===== config.mk =====
export PLATFORM = sky130hd
export DESIGN_NAME = onewire_rom_search_engine_flat
export DESIGN_NICKNAME = d
export VERILOG_FILES = /design/src/hdl/owse_pkg.sv /design/src/hdl/owse_in_if.sv /design/src/hdl/owse_out_if.sv /design/src/hdl/owse_core.sv /design/src/hdl/onewire_rom_search_engine.sv /design/src/flat_wrapper.sv
export SDC_FILE = /design/constraint.sdc
export NUM_CORES = 1
export LEC_CHECK = 0
export BUFFER_PORTS_ARGS = -buffer_cell sky130_fd_sc_hd__buf_4
export CORE_MARGIN = 2
export CORE_UTILIZATION = 36
export CTS_CLUSTER_DIAMETER = 30
export CTS_CLUSTER_SIZE = 14
export DETAILED_ROUTE_END_ITERATION = 10
export PLACE_DENSITY = 0.58
export SLEW_MARGIN = 25
export SYNTH_ARGS = -nofsm -noshare
export SYNTH_HDL_FRONTEND = slang
export SYNTH_SLANG_ARGS = --single-unit

===== constraint.sdc =====
create_clock -name clk -period 11.5 [get_ports clk]
set_clock_uncertainty 0.1 [all_clocks]
set_input_delay 1.725 -clock clk [delete_from_list [all_inputs] [get_ports clk]]
set_output_delay 1.725 -clock clk [all_outputs]
set_load 0.02 [all_outputs]

===== src/hdl/owse_pkg.sv =====
// Package with the item types, codes and CRC helper of the 1-Wire search-ROM engine.
`default_nettype none
package owse_pkg;

  typedef enum logic [1:0] {
    OP_CLEAR = 2'd0,
    OP_BEGIN = 2'd1,
    OP_PAIR  = 2'd2
  } op_t;

  typedef enum logic [2:0] {
    ST_PROGRESS    = 3'd0,
    ST_FOUND       = 3'd1,
    ST_NO_PRESENCE = 3'd2,
    ST_ABORTED     = 3'd3,
    ST_CHECK_FAIL  = 3'd4
  } status_t;

  localparam logic [6:0] FAMILY_LIMIT = 7'd9;
  localparam logic [7:0] END_POSITION = 8'd65;
  localparam logic [7:0] CRC_INIT     = 8'h00;
  localparam logic [7:0] CRC_POLY     = 8'h8C;

  typedef struct packed {
    logic [1:0] operation;
    logic       presence;
    logic       id_bit;
    logic       complement_bit;
  } item_t;

  typedef struct packed {
    logic        direction;
    logic [2:0]  status;
    logic [63:0] rom_id;
    logic        last_device;
    logic [3:0]  family_discrepancy;
  } result_t;

  // One bit of the reflected Dallas CRC-8.
  function automatic logic [7:0] crc8_bit(input logic [7:0] crc, input logic din);
    logic fb;
    begin
      fb = crc[0] ^ din;
      crc8_bit = {1'b0, crc[7:1]} ^ (fb ? CRC_POLY : 8'h00);
    end
  endfunction

endpackage
`default_nettype wire


===== src/hdl/owse_in_if.sv =====
// Input channel interface: valid/ready handshake with the search item payload.
`default_nettype none
interface owse_in_if;
  logic       valid;
  logic       ready;
  logic [1:0] operation;
  logic       presence;
  logic       id_bit;
  logic       complement_bit;

  modport source (output valid, output operation, output presence, output id_bit,
                  output complement_bit, input ready);
  modport sink (input valid, input operation, input presence, input id_bit,
                input complement_bit, output ready);
endinterface
`default_nettype wire


===== src/hdl/owse_out_if.sv =====
// Result channel interface: valid/ready handshake with the search result payload.
`default_nettype none
interface owse_out_if;
  logic        valid;
  logic        ready;
  logic        direction;
  logic [2:0]  status;
  logic [63:0] rom_id;
  logic        last_device;
  logic [3:0]  family_discrepancy;

  modport source (output valid, output direction, output status, output rom_id,
                  output last_device, output family_discrepancy, input ready);
  modport sink (input valid, input direction, input status, input rom_id,
                input last_device, input family_discrepancy, output ready);
endinterface
`default_nettype wire


===== src/hdl/owse_core.sv =====
// Search state registers and the per-item decision, CRC and check logic.
`default_nettype none
module owse_core (
  input  wire logic             clk,
  input  wire logic             rst_n,
  input  wire logic             step_en,
  input  wire owse_pkg::item_t  item,
  output owse_pkg::result_t     res
);
  import owse_pkg::*;

  logic [63:0] rom_r,        rom_nxt;
  logic [6:0]  prev_disc_r,  prev_disc_nxt;
  logic [3:0]  fam_disc_r,   fam_disc_nxt;
  logic        all_found_r,  all_found_nxt;
  logic [6:0]  bit_pos_r,    bit_pos_nxt;
  logic [6:0]  zero_pos_r,   zero_pos_nxt;
  logic [7:0]  crc_r,        crc_nxt;
  logic        active_r,     active_nxt;

  logic [5:0]  idx;
  logic [7:0]  pos_inc;
  logic        dir;
  status_t     status;
  logic [63:0] dev;

  assign idx     = 6'(bit_pos_r - 7'd1);
  assign pos_inc = {1'b0, bit_pos_r} + 8'd1;

  always_comb begin
    rom_nxt       = rom_r;
    prev_disc_nxt = prev_disc_r;
    fam_disc_nxt  = fam_disc_r;
    all_found_nxt = all_found_r;
    bit_pos_nxt   = bit_pos_r;
    zero_pos_nxt  = zero_pos_r;
    crc_nxt       = crc_r;
    active_nxt    = active_r;
    dir           = 1'b0;
    status        = ST_PROGRESS;
    dev           = 64'd0;
    unique case (item.operation)
      OP_CLEAR: begin
        rom_nxt       = 64'd0;
        prev_disc_nxt = 7'd0;
        fam_disc_nxt  = 4'd0;
        all_found_nxt = 1'b0;
        bit_pos_nxt   = 7'd1;
        zero_pos_nxt  = 7'd0;
        crc_nxt       = CRC_INIT;
        active_nxt    = 1'b0;
      end
      OP_BEGIN: begin
        if (!item.presence) begin
          prev_disc_nxt = 7'd0;
          fam_disc_nxt  = 4'd0;
          all_found_nxt = 1'b0;
          active_nxt    = 1'b0;
          status        = ST_NO_PRESENCE;
        end else begin
          active_nxt    = 1'b1;
          bit_pos_nxt   = 7'd1;
          zero_pos_nxt  = 7'd0;
          crc_nxt       = CRC_INIT;
        end
      end
      OP_PAIR: begin
        if (active_r) begin
          if (item.id_bit && item.complement_bit) begin
            prev_disc_nxt = 7'd0;
            fam_disc_nxt  = 4'd0;
            all_found_nxt = 1'b0;
            active_nxt    = 1'b0;
            status        = ST_ABORTED;
          end else begin
            if (item.id_bit != item.complement_bit) begin
              dir = item.id_bit;
            end else begin
              // Discrepancy: follow the last pass below it, take 1 at it, 0 above.
              if (bit_pos_r < prev_disc_r) begin
                dir = rom_r[idx];
              end else begin
                dir = (bit_pos_r == prev_disc_r);
              end
              if (!dir) begin
                zero_pos_nxt = bit_pos_r;
                if (bit_pos_r < FAMILY_LIMIT) begin
                  fam_disc_nxt = bit_pos_r[3:0];
                end
              end
            end
            rom_nxt[idx] = dir;
            crc_nxt      = crc8_bit(crc_r, dir);
            bit_pos_nxt  = pos_inc[6:0];
            if (pos_inc >= END_POSITION) begin
              active_nxt  = 1'b0;
              bit_pos_nxt = 7'd1;
              if (crc_nxt == 8'd0 && rom_nxt[7:0] != 8'd0) begin
                prev_disc_nxt = zero_pos_nxt;
                if (zero_pos_nxt == 7'd0) begin
                  all_found_nxt = 1'b1;
                end
                status = ST_FOUND;
                dev    = rom_nxt;
              end else begin
                prev_disc_nxt = 7'd0;
                fam_disc_nxt  = 4'd0;
                all_found_nxt = 1'b0;
                status        = ST_CHECK_FAIL;
              end
            end
          end
        end
      end
      default: ;
    endcase
  end

  always_comb begin
    res.direction          = dir;
    res.status             = status;
    res.rom_id             = dev;
    res.last_device        = all_found_nxt;
    res.family_discrepancy = fam_disc_nxt;
  end

  always_ff @(posedge clk) begin
    if (!rst_n) begin
      rom_r       <= 64'd0;
      prev_disc_r <= 7'd0;
      fam_disc_r  <= 4'd0;
      all_found_r <= 1'b0;
      bit_pos_r   <= 7'd1;
      zero_pos_r  <= 7'd0;
      crc_r       <= CRC_INIT;
      active_r    <= 1'b0;
    end else if (step_en) begin
      rom_r       <= rom_nxt;
      prev_disc_r <= prev_disc_nxt;
      fam_disc_r  <= fam_disc_nxt;
      all_found_r <= all_found_nxt;
      bit_pos_r   <= bit_pos_nxt;
      zero_pos_r  <= zero_pos_nxt;
      crc_r       <= crc_nxt;
      active_r    <= active_nxt;
    end
  end

endmodule
`default_nettype wire


===== src/hdl/onewire_rom_search_engine.sv =====
// An accepted item is held in the input register and its result is registered in
// the output register once that is free. Throughput: one item per cycle unless
// the output stalls; both registers let a new item in while a finished result waits.
// The decision step is a single short combinational pass in the core.
// Reset: synchronous, active low; clears the search history and the valid flags of both registers.
`default_nettype none
module onewire_rom_search_engine (
  input  wire logic  clk,
  input  wire logic  rst_n,
  owse_in_if.sink    in_if,
  owse_out_if.source out_if
);
  import owse_pkg::*;

  item_t   in_item_r;
  logic    in_valid_r, in_valid_nxt;
  result_t out_res_r;
  logic    out_valid_r, out_valid_nxt;
  result_t core_res;
  logic    advance;
  logic    in_take;

  assign advance     = in_valid_r && (!out_valid_r || out_if.ready);
  assign in_if.ready = !in_valid_r || advance;
  assign in_take     = in_if.valid && in_if.ready;

  always_comb begin
    in_valid_nxt = in_valid_r;
    if (in_take) begin
      in_valid_nxt = 1'b1;
    end else if (advance) begin
      in_valid_nxt = 1'b0;
    end
    out_valid_nxt = out_valid_r;
    if (advance) begin
      out_valid_nxt = 1'b1;
    end else if (out_if.ready) begin
      out_valid_nxt = 1'b0;
    end
  end

  always_ff @(posedge clk) begin
    if (!rst_n) begin
      in_valid_r  <= 1'b0;
      out_valid_r <= 1'b0;
    end else begin
      in_valid_r  <= in_valid_nxt;
      out_valid_r <= out_valid_nxt;
    end
  end

  always_ff @(posedge clk) begin
    if (in_take) begin
      in_item_r.operation      <= in_if.operation;
      in_item_r.presence       <= in_if.presence;
      in_item_r.id_bit         <= in_if.id_bit;
      in_item_r.complement_bit <= in_if.complement_bit;
    end
    if (advance) begin
      out_res_r <= core_res;
    end
  end

  owse_core u_core (
    .clk     (clk),
    .rst_n   (rst_n),
    .step_en (advance),
    .item    (in_item_r),
    .res     (core_res)
  );

  assign out_if.valid              = out_valid_r;
  assign out_if.direction          = out_res_r.direction;
  assign out_if.status             = out_res_r.status;
  assign out_if.rom_id             = out_res_r.rom_id;
  assign out_if.last_device        = out_res_r.last_device;
  assign out_if.family_discrepancy = out_res_r.family_discrepancy;

endmodule
`default_nettype wire

===== src/flat_wrapper.sv =====
// flat-port wrapper written by rule: the top's interface ports become plain ports
module onewire_rom_search_engine_flat import owse_pkg::*;
  (clk, rst_n, in_if_valid, in_if_operation, in_if_presence, in_if_id_bit, in_if_complement_bit, in_if_ready, out_if_valid, out_if_direction, out_if_status, out_if_rom_id, out_if_last_device, out_if_family_discrepancy, out_if_ready);
  owse_in_if in_if_i ();
  owse_out_if out_if_i ();
  input  wire logic clk;
  input  wire logic rst_n;
  input wire logic [$bits(in_if_i.valid)-1:0] in_if_valid;
  input wire logic [$bits(in_if_i.operation)-1:0] in_if_operation;
  input wire logic [$bits(in_if_i.presence)-1:0] in_if_presence;
  input wire logic [$bits(in_if_i.id_bit)-1:0] in_if_id_bit;
  input wire logic [$bits(in_if_i.complement_bit)-1:0] in_if_complement_bit;
  output wire logic [$bits(in_if_i.ready)-1:0] in_if_ready;
  output wire logic [$bits(out_if_i.valid)-1:0] out_if_valid;
  output wire logic [$bits(out_if_i.direction)-1:0] out_if_direction;
  output wire logic [$bits(out_if_i.status)-1:0] out_if_status;
  output wire logic [$bits(out_if_i.rom_id)-1:0] out_if_rom_id;
  output wire logic [$bits(out_if_i.last_device)-1:0] out_if_last_device;
  output wire logic [$bits(out_if_i.family_discrepancy)-1:0] out_if_family_discrepancy;
  input wire logic [$bits(out_if_i.ready)-1:0] out_if_ready;
  assign in_if_i.valid = in_if_valid;
  assign in_if_i.operation = in_if_operation;
  assign in_if_i.presence = in_if_presence;
  assign in_if_i.id_bit = in_if_id_bit;
  assign in_if_i.complement_bit = in_if_complement_bit;
  assign in_if_ready = in_if_i.ready;
  assign out_if_valid = out_if_i.valid;
  assign out_if_direction = out_if_i.direction;
  assign out_if_status = out_if_i.status;
  assign out_if_rom_id = out_if_i.rom_id;
  assign out_if_last_device = out_if_i.last_device;
  assign out_if_family_discrepancy = out_if_i.family_discrepancy;
  assign out_if_i.ready = out_if_ready;
  onewire_rom_search_engine u_core (.clk(clk), .rst_n(rst_n), .in_if(in_if_i), .out_if(out_if_i));
endmodule

==> run metrics, run 1 <==
clock transition time at the flip-flop clock pins of the worst setup and hold paths=70 ps; ys flop type=sky130_fd_sc_hd__dfxtp_1; total negative setup slack=0 ps; grt ovf=0; Die W=171 um; Max Cap Viol=0; Inserted Clock Buffers=17; simple logic cell fraction of the synthesized area=23.2%; routed wire length per instance=17.3 um; result of the run=finished clean; area share of the largest cell type after synthesis=23.3%; Slew Limit Fails=0; number of nets at the end of the flow=1191; ranking of synthesized cells by instance count=116 x sky130_fd_sc_hd__nor2_1, 111 x sky130_fd_sc_hd__o21ai_0, 101 x sky130_fd_sc_hd__dfxtp_1; antenna violations before repair=0; R2R Setup Slk=5950 ps; worst setup margin=5950 ps; placed instance count=1525; Max-Slew Margin vs Limit=32.9%; depth of the most critical reg-to-reg path=13; Synth Instances=1140; # setup viols final=0; area enclosed by the die boundary=29300 um2; achievable clock frequency=0.180 GHz; share of the synthesized netlist area taken by xor and xnor gates=0.784%; Clk Latency, worst-skew pair=440 ps; number of distinct library cells after synthesis=69; total power per unit cell area=119 nW/um2; TritonCTS clock tree=yes; post-route insts no fill=1558; slew of the pin with the lowest slew margin=1010 ps; number of enable-type register cells in the synthesized netlist=78; peak fanout along the critical path=64; post-CTS setup repair buffer count=0; combinational family with the most area after synthesis=simple AND/OR/NAND/NOR gates; Critical Path Start Type=flop; worst min path class=reg2reg; post-synthesis cell type with the largest combined area=sky130_fd_sc_hd__edfxtp_1; wire length of the first global-routing pass=43600 um; final hold vios=0; Synth-to-Final Area Change=14.8%; vias in the first global route=7870; Antenna Cells=0; total number of vias=8530; Iter 0 DRT Violations=816; share of synthesized area occupied by flip-flops and latches=43.4%; Die Height=171 um; Remaining DRCs=0; Total GRT Usage=18.8%; quantity of hold-fixing buffers added after cts=0; hold depth=1; end of the worst register-to-register path=u_core.out_if.rom_id[16]$_SDFFCE_PP0P_; mux cell area share after synthesis=4.97%; RSZ-0062 raised after global routing=no; row count=61; Pre-Repair DR Iteration Count=5; post-cts sizing count=0; Via-to-Cell Ratio=5.47; leading cell type by number of instances after synthesis=sky130_fd_sc_hd__nor2_1; data arrival time of the critical path=5590 ps; Max clock buf depth=2; PortBufs=83; hold endpoint=u_core.u_core.prev_disc_r[1]$_SDFFE_PN0P_; Synth Area in Adders=1.87%; routed wire length=27000 um; compound-cell area share of the yosys netlist=20.5%; proportion of synthesized flip-flops having asynchronous set or reset=0%; nets in the synthesized netlist=1164; area of all placed cells without fillers=11500 um2; DPL Wire Length=16900 um; Post-Synthesis Cell Area=10000 um2; time the worst path needs with I/O delays and setup=5550 ps; H-tree levels=4; worst slack after detailed placement=5950 ps; launch instance of the worst register-to-register path=u_core.u_core.bit_pos_r[1]$_SDFFE_PN0P_; fraction of final layout cells sized beyond drive strength 1=18.6%; area of the core=27600 um2; final weighted congestion in routability-driven placement=0.781; initial standard-cell utilization of the core=36.4%; synth top area cells=sky130_fd_sc_hd__edfxtp_1 23%, sky130_fd_sc_hd__dfxtp_1 20%, sky130_fd_sc_hd__o21ai_0 5.5%, sky130_fd_sc_hd__a21oi_1 4.9%, sky130_fd_sc_hd__nor2_1 4.3%; Seq cells post-synth=179; average size of a mapped cell=8.81 um2; leakage dissipation=3.75 nW; path type of the worst setup path=reg2reg; # clock sinks=179; final cycle utilization of the critical path=48.3%; post-placement cell area=10900 um2; Clock Tree Root=sky130_fd_sc_hd__clkbuf_16; ports placed on the boundary=84; maximum number of pins on one net before global-route repair=96; Yosys warning count=0; peak supply drop=0.0782 mV; remaining antenna violation count=0; final core area utilization=41.7%; crit path capture type=flop; start point of the worst hold path=u_core.u_core.prev_disc_r[1]$_SDFFE_PN0P_; required time at the worst-slack endpoint=11540 ps
-- sequential cells by signal, summed over array words and instances, names as in the netlist --
signal / cells
u_core.out_if.rom_id: 64
u_core.u_core.rom_r: 64
u_core.u_core.crc_r: 8
u_core.u_core.bit_pos_r: 7
u_core.u_core.prev_disc_r: 7
u_core.u_core.zero_pos_r: 7
u_core.in_item_r: 5
u_core.out_if.family_discrepancy: 4
u_core.u_core.fam_disc_r: 4
u_core.out_if.status: 3
u_core.in_valid_r: 1
u_core.out_if.direction: 1
u_core.out_if.last_device: 1
u_core.out_if.valid: 1
u_core.u_core.active_r: 1
u_core.u_core.all_found_r: 1
-- power breakdown --
part / switching [mW] / internal, mW
logic: 0.0728 / 0.0385
registers: 0.00556 / 0.676
clock network: 0.260 / 0.320
total: 0.339 / 1.03
-- worst max-delay path, stage by stage, from the launching register on --
cell and delay [ps]:
sky130_fd_sc_hd__dfxtp_1 670, sky130_fd_sc_hd__inv_1 100, sky130_fd_sc_hd__ha_1 460, sky130_fd_sc_hd__xnor2_4 720, sky130_fd_sc_hd__mux4_2 620, sky130_fd_sc_hd__mux2_2 270, sky130_fd_sc_hd__o32a_1 220, sky130_fd_sc_hd__nand4_1 150
sky130_fd_sc_hd__o21ai_0 90, sky130_fd_sc_hd__a221oi_1 500, sky130_fd_sc_hd__or3_4 250, sky130_fd_sc_hd__or3_2 110, sky130_fd_sc_hd__buf_4 750, sky130_fd_sc_hd__nor3_1 180
-- cells by family (layout without fill, tap and decap cells) --
| kind of cell | after synthesis | in the layout |
|---|---|---|
| muxes | 35 | 35 |
| xor gates and xnor gates | 6 | 6 |
| buffers and inverters | 124 | 164 |
| and+or+nand+nor | 442 | 442 |
| adders and majority gates | 15 | 15 |
| DFF | 179 | 179 |
| AOI/OAI and AO/OA | 339 | 339 |
-- placed cells by master, fill, tap and decap left out, types with 6 or more instances in the layout --
| cell type | n |
|---|---|
| sky130_fd_sc_hd__nor3_2 | 43 |
| sky130_fd_sc_hd__nor3_1 | 24 |
| sky130_fd_sc_hd__nand3_1 | 46 |
| sky130_fd_sc_hd__edfxtp_1 | 78 |
| sky130_fd_sc_hd__nor2_1 | 115 |
| sky130_fd_sc_hd__a21boi_0 | 31 |
| sky130_fd_sc_hd__a21oi_1 | 97 |
| sky130_fd_sc_hd__a22oi_1 | 40 |
| sky130_fd_sc_hd__mux2i_1 | 15 |
| sky130_fd_sc_hd__mux4_2 | 11 |
| sky130_fd_sc_hd__o21a_1 | 6 |
| sky130_fd_sc_hd__buf_4 | 104 |
| sky130_fd_sc_hd__and2_1 | 23 |
| sky130_fd_sc_hd__dfxtp_1 | 101 |
| sky130_fd_sc_hd__o21ai_0 | 110 |
| sky130_fd_sc_hd__mux2_2 | 9 |
| sky130_fd_sc_hd__nor2b_1 | 47 |
| sky130_fd_sc_hd__nand2b_1 | 10 |
| sky130_fd_sc_hd__nand2_1 | 96 |
| sky130_fd_sc_hd__ha_1 | 15 |
| sky130_fd_sc_hd__inv_1 | 24 |
| sky130_fd_sc_hd__clkbuf_16 | 17 |
| sky130_fd_sc_hd__a22o_1 | 8 |
-- per-layer routing --
| metal | part of all wire (%) | routed length, um | vias up | GRT usage, % |
|---|---|---|---|---|
| met5 | 0 | 0 | - | 0 |
| met1 | 49 | 13100 | 4102 | 27.3 |
| met4 | 1.7 | 464 | 0 | 5.27 |
| met3 | 4.7 | 1270 | 33 | 2.87 |
| li1 | - | - | 4149 | - |
| met2 | 45 | 12200 | 246 | 29.1 |
-- stage by stage --
stage	total power, mW	hold slack (ps)
floorplan	0.766	346
global placement	0.807	359
detailed placement	0.808	372
CTS	1.38	386
global route	1.42	402
finish	1.37	382
-- layout make-up --
type / count / area, um2
clock buffers: 19 / 433
clock inverters: 13 / 133
fillers: 2770 / 16100
inverters: 27 / 103
multi-input cells: 837 / 5230
flip-flops and latches: 179 / 4360
well taps: 378 / 473
repair buffers: 105 / 796
-- worst max path at each step --
| stage | startpoint | end | depth (start not counted) |
|---|---|---|---|
| after CTS | u_core.u_core.bit_pos_r[1]$_SDFFE_PN0P_ | u_core.out_if.rom_id[32]$_SDFFCE_PP0P_ | 13 |
| after global placement | u_core.u_core.bit_pos_r[0]$_SDFFE_PN1P_ | u_core.out_if.rom_id[16]$_SDFFCE_PP0P_ | 13 |
| final | u_core.u_core.bit_pos_r[1]$_SDFFE_PN0P_ | u_core.out_if.rom_id[16]$_SDFFCE_PP0P_ | 13 |
| after global routing | u_core.u_core.bit_pos_r[1]$_SDFFE_PN0P_ | u_core.u_core.rom_r[45]$_SDFFE_PN0P_ | 14 |
| after floorplan | out_if_ready | u_core.u_core.rom_r[11]$_SDFFE_PN0P_ | 10 |
| after detailed placement | u_core.u_core.bit_pos_r[1]$_SDFFE_PN0P_ | u_core.out_if.rom_id[32]$_SDFFCE_PP0P_ | 13 |
Power figures use the tool's default switching activity.
==> run 2, diff against run 1 <==
PLACE_DENSITY = 0.6   (was 0.58)
clock period = 4.9 ns   (was 11.5 ns; I/O delays follow)
==> run 2 against run 1 <==
  * Global-route usage is 0.092 points lower
  * Design area grew 1.4%
  * Largest cell class unchanged
  * Combinational power rose by 140%
  * Worst hold slack got worse by 10 ps
  * Sequential power rose by 130%
  * Critical path depth fell by 1
  * First-iteration DRC count shrank 10%
  * Non-clock buffer count increased by 12
==> run metrics, run 2 (synthesis gave the netlist of run 1 again) <==
final cycle utilization of the critical path=91.5%; RSZ-0062 raised after global routing=no; required time at the worst-slack endpoint=5080 ps; final core area utilization=42.3%; result of the run=finished clean; Clk Latency, worst-skew pair=440 ps; post-CTS setup repair buffer count=0; Remaining DRCs=0; ports placed on the boundary=84; Gate power share=7.9%; fill count=2776; post-placement cell area=11000 um2; antenna violations before repair=0; area enclosed by the die boundary=29300 um2; time the worst path needs with I/O delays and setup=4490 ps; total number of vias=8575; Die W=171 um; final hold vios=0; clock transition time at the flip-flop clock pins of the worst setup and hold paths=70 ps; TritonCTS clock tree=yes; placed instance count=1537; post-route insts no fill=1570; Seq pwr share=47.8%; maximum number of pins on one net before global-route repair=96; grt ovf=0; # setup viols final=0; final weighted congestion in routability-driven placement=0.857; Clock Tree Root=sky130_fd_sc_hd__clkbuf_16; vias in the first global route=7987; final-layout worst hold slack=372 ps; number of nets at the end of the flow=1203; Inserted Clock Buffers=17; DPL Wire Length=17500 um; Slew Limit Fails=0; post-cts sizing count=0; Critical Path Start Type=flop; Total GRT Usage=18.7%; Via-to-Cell Ratio=5.46; worst setup margin=415 ps; worst min path class=in2reg; overall power consumption=3.35 mW; slew of the pin with the lowest slew margin=860 ps; fraction of final layout cells sized beyond drive strength 1=19.5%; area of the core=27600 um2; most common cell after layout, fill and taps aside=sky130_fd_sc_hd__nor2_1; quantity of hold-fixing buffers added after cts=0; remaining antenna violation count=0; PortBufs=83; wire length of the first global-routing pass=43400 um; Max clock buf depth=2; Max Cap Viol=0; Iter 0 DRT Violations=732; worst slack after detailed placement=434 ps; Max-Slew Margin vs Limit=42.6%; # clock sinks=179; initial standard-cell utilization of the core=36.4%; row count=61; total negative setup slack=0 ps; routed wire length per instance=17.4 um; leakage dissipation=3.83 nW; leading cell types in the layout, fill and taps excluded=116 x sky130_fd_sc_hd__nor2_1, 115 x sky130_fd_sc_hd__buf_4, 110 x sky130_fd_sc_hd__o21ai_0; peak supply drop=0.191 mV; achievable clock frequency=0.223 GHz; H-tree levels=4; routed wire length=27300 um; peak fanout along the critical path=54; path type of the worst setup path=reg2reg; Internal Pwr Total=2.55 mW; R2R Setup Slk=410 ps; area of all placed cells without fillers=11700 um2; net load switching power=0.797 mW; data arrival time of the critical path=4670 ps; total power per unit cell area=287 nW/um2; Antenna Cells=0; Die Height=171 um; crit path capture type=flop; Net Sw Frac=23.8%; Clk network pwr share=44.3%; Pre-Repair DR Iteration Count=5; Synth-to-Final Area Change=16.3%
==> run 2: power by group through the flow <==
| stage | sequential [mW] | clock, mW | combinational, mW |
|---|---|---|---|
| 3_3_place_gp | 1.64 | 0 | 0.264 |
| 4_1_cts | 1.60 | 1.50 | 0.266 |
| 3_5_place_dp | 1.63 | 0 | 0.266 |
| 5_1_grt | 1.60 | 1.56 | 0.287 |
| 6_report | 1.60 | 1.48 | 0.266 |
| 2_1_floorplan | 1.67 | 0 | 0.124 |
==> run 2: layout make-up <==
cell class                      count  area, um2  share of cell area [%]
Multi-Input combinational cell    837       5210                    44.6
Sequential cell                   179       4360                    37.3
Timing Repair Buffer              117        911                    7.79
Tap cell                          378        473                    4.05
Clock buffer                       20        447                    3.82
Clock inverter                     12        178                    1.52
Inverter                           27        103                   0.878
==> run 2: layer usage <==
| layer | vias up | wire, um | track usage [%] |
|---|---|---|---|
| li1 | 4164 | - | - |
| met1 | 4141 | 12600 | 26.0 |
| met2 | 236 | 12800 | 29.7 |
| met3 | 34 | 1490 | 3.28 |
| met4 | 0 | 470 | 5.97 |
| met5 | - | 0 | 0 |
==> run 2: worst max-delay path, cell delays in order (launching register included) <==
cell	delay, ps
sky130_fd_sc_hd__dfxtp_1	880
sky130_fd_sc_hd__xor2_2	210
sky130_fd_sc_hd__buf_4	200
sky130_fd_sc_hd__mux4_2	300
sky130_fd_sc_hd__and2_1	170
sky130_fd_sc_hd__o32a_1	370
sky130_fd_sc_hd__nand4_1	140
sky130_fd_sc_hd__o21ba_2	200
sky130_fd_sc_hd__xnor2_2	140
sky130_fd_sc_hd__or3_4	410
sky130_fd_sc_hd__or3_2	610
sky130_fd_sc_hd__buf_12	250
sky130_fd_sc_hd__nor3_2	230
==> run 2: worst paths after layout <==
path | end | from | cells past startpoint
worst max-delay path | u_core.out_if.rom_id[22]$_SDFFCE_PP0P_ | u_core.u_core.bit_pos_r[2]$_SDFFE_PN0P_ | 12
worst min-delay path | u_core.in_item_r[4]$_DFFE_PP_ | in_if_operation[1] | 1
worst max register to register | u_core.out_if.rom_id[22]$_SDFFCE_PP0P_ | u_core.u_core.bit_pos_r[2]$_SDFFE_PN0P_ | 12
worst min register to register | u_core.u_core.fam_disc_r[0]$_SDFFE_PN0P_ | u_core.u_core.fam_disc_r[0]$_SDFFE_PN0P_ | 2
==> run 3, diff against run 2 <==
CORE_ASPECT_RATIO = 1.2   (was default)
==> run 3 against run 2 <==
  * Core utilization down 0.26 points
  * Critical path depth up 2
  * Final cell count down 2.2%
  * Design area down 0.48%
  * Register-to-register slack worse by 80 ps
  * Die area about the same
  * Count of clock-buffer cells in the layout down 2
  * Wire length down 0.67%
  * Worst setup slack worse by 77 ps
  * Non-clock buffer count down 1
  * Largest cell class unchanged
==> run metrics, run 3 (synthesis gave the netlist of run 1 again) <==
R2R Setup Slk=340 ps; area of the core=27700 um2; achievable clock frequency=0.219 GHz; launch instance of the worst register-to-register path=u_core.u_core.bit_pos_r[0]$_SDFFE_PN1P_; ports placed on the boundary=84; grt ovf=0; worst slack after detailed placement=197 ps; # clock sinks=179; routed wire length=27100 um; Internal Pwr Total=2.43 mW; total number of vias=8563; fraction of final layout cells sized beyond drive strength 1=19.7%; Slew Limit Fails=0; net load switching power=0.837 mW; time the worst path needs with I/O delays and setup=4560 ps; Die Height=187 um; Antenna Cells=0; data arrival time of the critical path=4740 ps; overall power consumption=3.26 mW; RSZ-0062 raised after global routing=no; slew of the pin with the lowest slew margin=978 ps; wire length of the first global-routing pass=44000 um; Pre-Repair DR Iteration Count=5; Iter 0 DRT Violations=678; critical path endpoint=u_core.out_if.rom_id[3]$_SDFFCE_PP0P_; Clock Tree Root=sky130_fd_sc_hd__clkbuf_16; depth of the most critical reg-to-reg path=14; crit path capture type=flop; # setup viols final=0; Clk network pwr share=42.8%; initial standard-cell utilization of the core=36.3%; Clk Latency, worst-skew pair=450 ps; DPL Wire Length=17600 um; maximum number of pins on one net before global-route repair=96; leakage dissipation=3.81 nW; total negative setup slack=0 ps; total power per unit cell area=280 nW/um2; vias in the first global route=8076; result of the run=finished clean; post-CTS setup repair buffer count=0; clock transition time at the flip-flop clock pins of the worst setup and hold paths=80 ps; peak supply drop=0.206 mV; Max-Slew Margin vs Limit=34.8%; H-tree levels=4; Total GRT Usage=18.8%; Critical Path Start Type=flop; final cycle utilization of the critical path=93.1%; quantity of hold-fixing buffers added after cts=0; Seq pwr share=49.0%; row count=67; Die W=157 um; worst min path class=in2reg; number of nets at the end of the flow=1202; Via-to-Cell Ratio=5.57; path type of the worst setup path=reg2reg; worst setup margin=338 ps; TritonCTS clock tree=yes; antenna violations before repair=0; Synth-to-Final Area Change=15.8%; Inserted Clock Buffers=17; Max Cap Viol=0; end of the worst register-to-register path=u_core.out_if.rom_id[3]$_SDFFCE_PP0P_; PortBufs=83; remaining antenna violation count=0; final weighted congestion in routability-driven placement=0.886; required time at the worst-slack endpoint=5080 ps; leading cell types in the layout, fill and taps excluded=116 x sky130_fd_sc_hd__nor2_1, 114 x sky130_fd_sc_hd__buf_4, 110 x sky130_fd_sc_hd__o21ai_0; Net Sw Frac=25.7%; Max clock buf depth=2; area enclosed by the die boundary=29300 um2; Crit. Startpoint=u_core.u_core.bit_pos_r[0]$_SDFFE_PN1P_; Remaining DRCs=0; final hold vios=0; peak fanout along the critical path=64; routed wire length per instance=17.6 um; Gate power share=8.2%; most common cell after layout, fill and taps aside=sky130_fd_sc_hd__nor2_1
## run 3: cell count changes in the layout (fill, tap and decap cells not counted), sizes merged
cell / change
clkbuf: -2
bufinv: -3
clkinvlp: +2
inv: +3
buf: -1
## run 3: routing by layer
layer | track usage [%] | wire, um | vias to the layer above
met1 | 26.0 | 12600 | 4115
met4 | 5.86 | 428 | 0
li1 | - | - | 4163
met3 | 3.13 | 1170 | 29
met2 | 29.9 | 12900 | 256
met5 | 0 | 0 | -
## run 3: worst min-delay path by stage
stage	start	to	slack (ps)	cells after the start
2_1_floorplan	u_core.u_core.fam_disc_r[0]$_SDFFE_PN0P_	u_core.u_core.fam_disc_r[0]$_SDFFE_PN0P_	350	2
3_3_place_gp	u_core.u_core.fam_disc_r[2]$_SDFFE_PN0P_	u_core.u_core.fam_disc_r[2]$_SDFFE_PN0P_	360	2
3_5_place_dp	u_core.u_core.fam_disc_r[3]$_SDFFE_PN0P_	u_core.u_core.fam_disc_r[3]$_SDFFE_PN0P_	370	2
4_1_cts	in_if_id_bit	u_core.in_item_r[1]$_DFFE_PP_	340	1
5_1_grt	in_if_operation[1]	u_core.in_item_r[4]$_DFFE_PP_	340	1
6_report	in_if_presence	u_core.in_item_r[2]$_DFFE_PP_	360	1
## run 3: critical path, stage by stage (launching register included)
cell                       delay (ps)
sky130_fd_sc_hd__dfxtp_1          350
sky130_fd_sc_hd__inv_2             50
sky130_fd_sc_hd__ha_1             260
sky130_fd_sc_hd__buf_4            230
sky130_fd_sc_hd__nor3b_1          150
sky130_fd_sc_hd__o221ai_1         250
sky130_fd_sc_hd__a21bo_1          510
sky130_fd_sc_hd__o32a_1           290
sky130_fd_sc_hd__nand4_1          140
sky130_fd_sc_hd__o21ba_2          270
sky130_fd_sc_hd__xnor2_2          180
sky130_fd_sc_hd__or3_4            410
sky130_fd_sc_hd__or3_2            450
sky130_fd_sc_hd__buf_4            420
sky130_fd_sc_hd__nor3_2           310
## run 3: final cells by class
cell class / instances / area (um2)
clock buffers: 18 / 450
clock inverters: 14 / 139
fillers: 2735 / 16000
inverters: 27 / 103
multi-input cells: 837 / 5240
flip-flops and latches: 179 / 4360
well taps: 345 / 432
repair buffers: 116 / 903
## run 3: timing repair
item | in CTS | in global routing
hold endpoints to repair | 0 | 0
endpoints found under the setup margin | 0 | 64
gates resized for setup | 0 | 1
## run 3: through the flow
stage	utilization (%)	instances	hold slack (ps)	area [um2]
after global routing	42.0	1536	338	11600
after detailed placement	39.8	1503	366	11000
after CTS	41.9	1535	337	11600
after floorplan	-	1140	346	10000
after global placement	39.7	1503	359	11000
final	42.0	1536	356	11600
## run 3: power by group through the flow
stage               Combinational (mW)  Clock, mW  Sequential [mW]
floorplan                        0.124          0             1.67
global placement                 0.263          0             1.63
detailed placement               0.266          0             1.63
CTS                              0.267       1.42             1.60
global route                     0.288       1.48             1.60
finish                           0.267       1.39             1.60
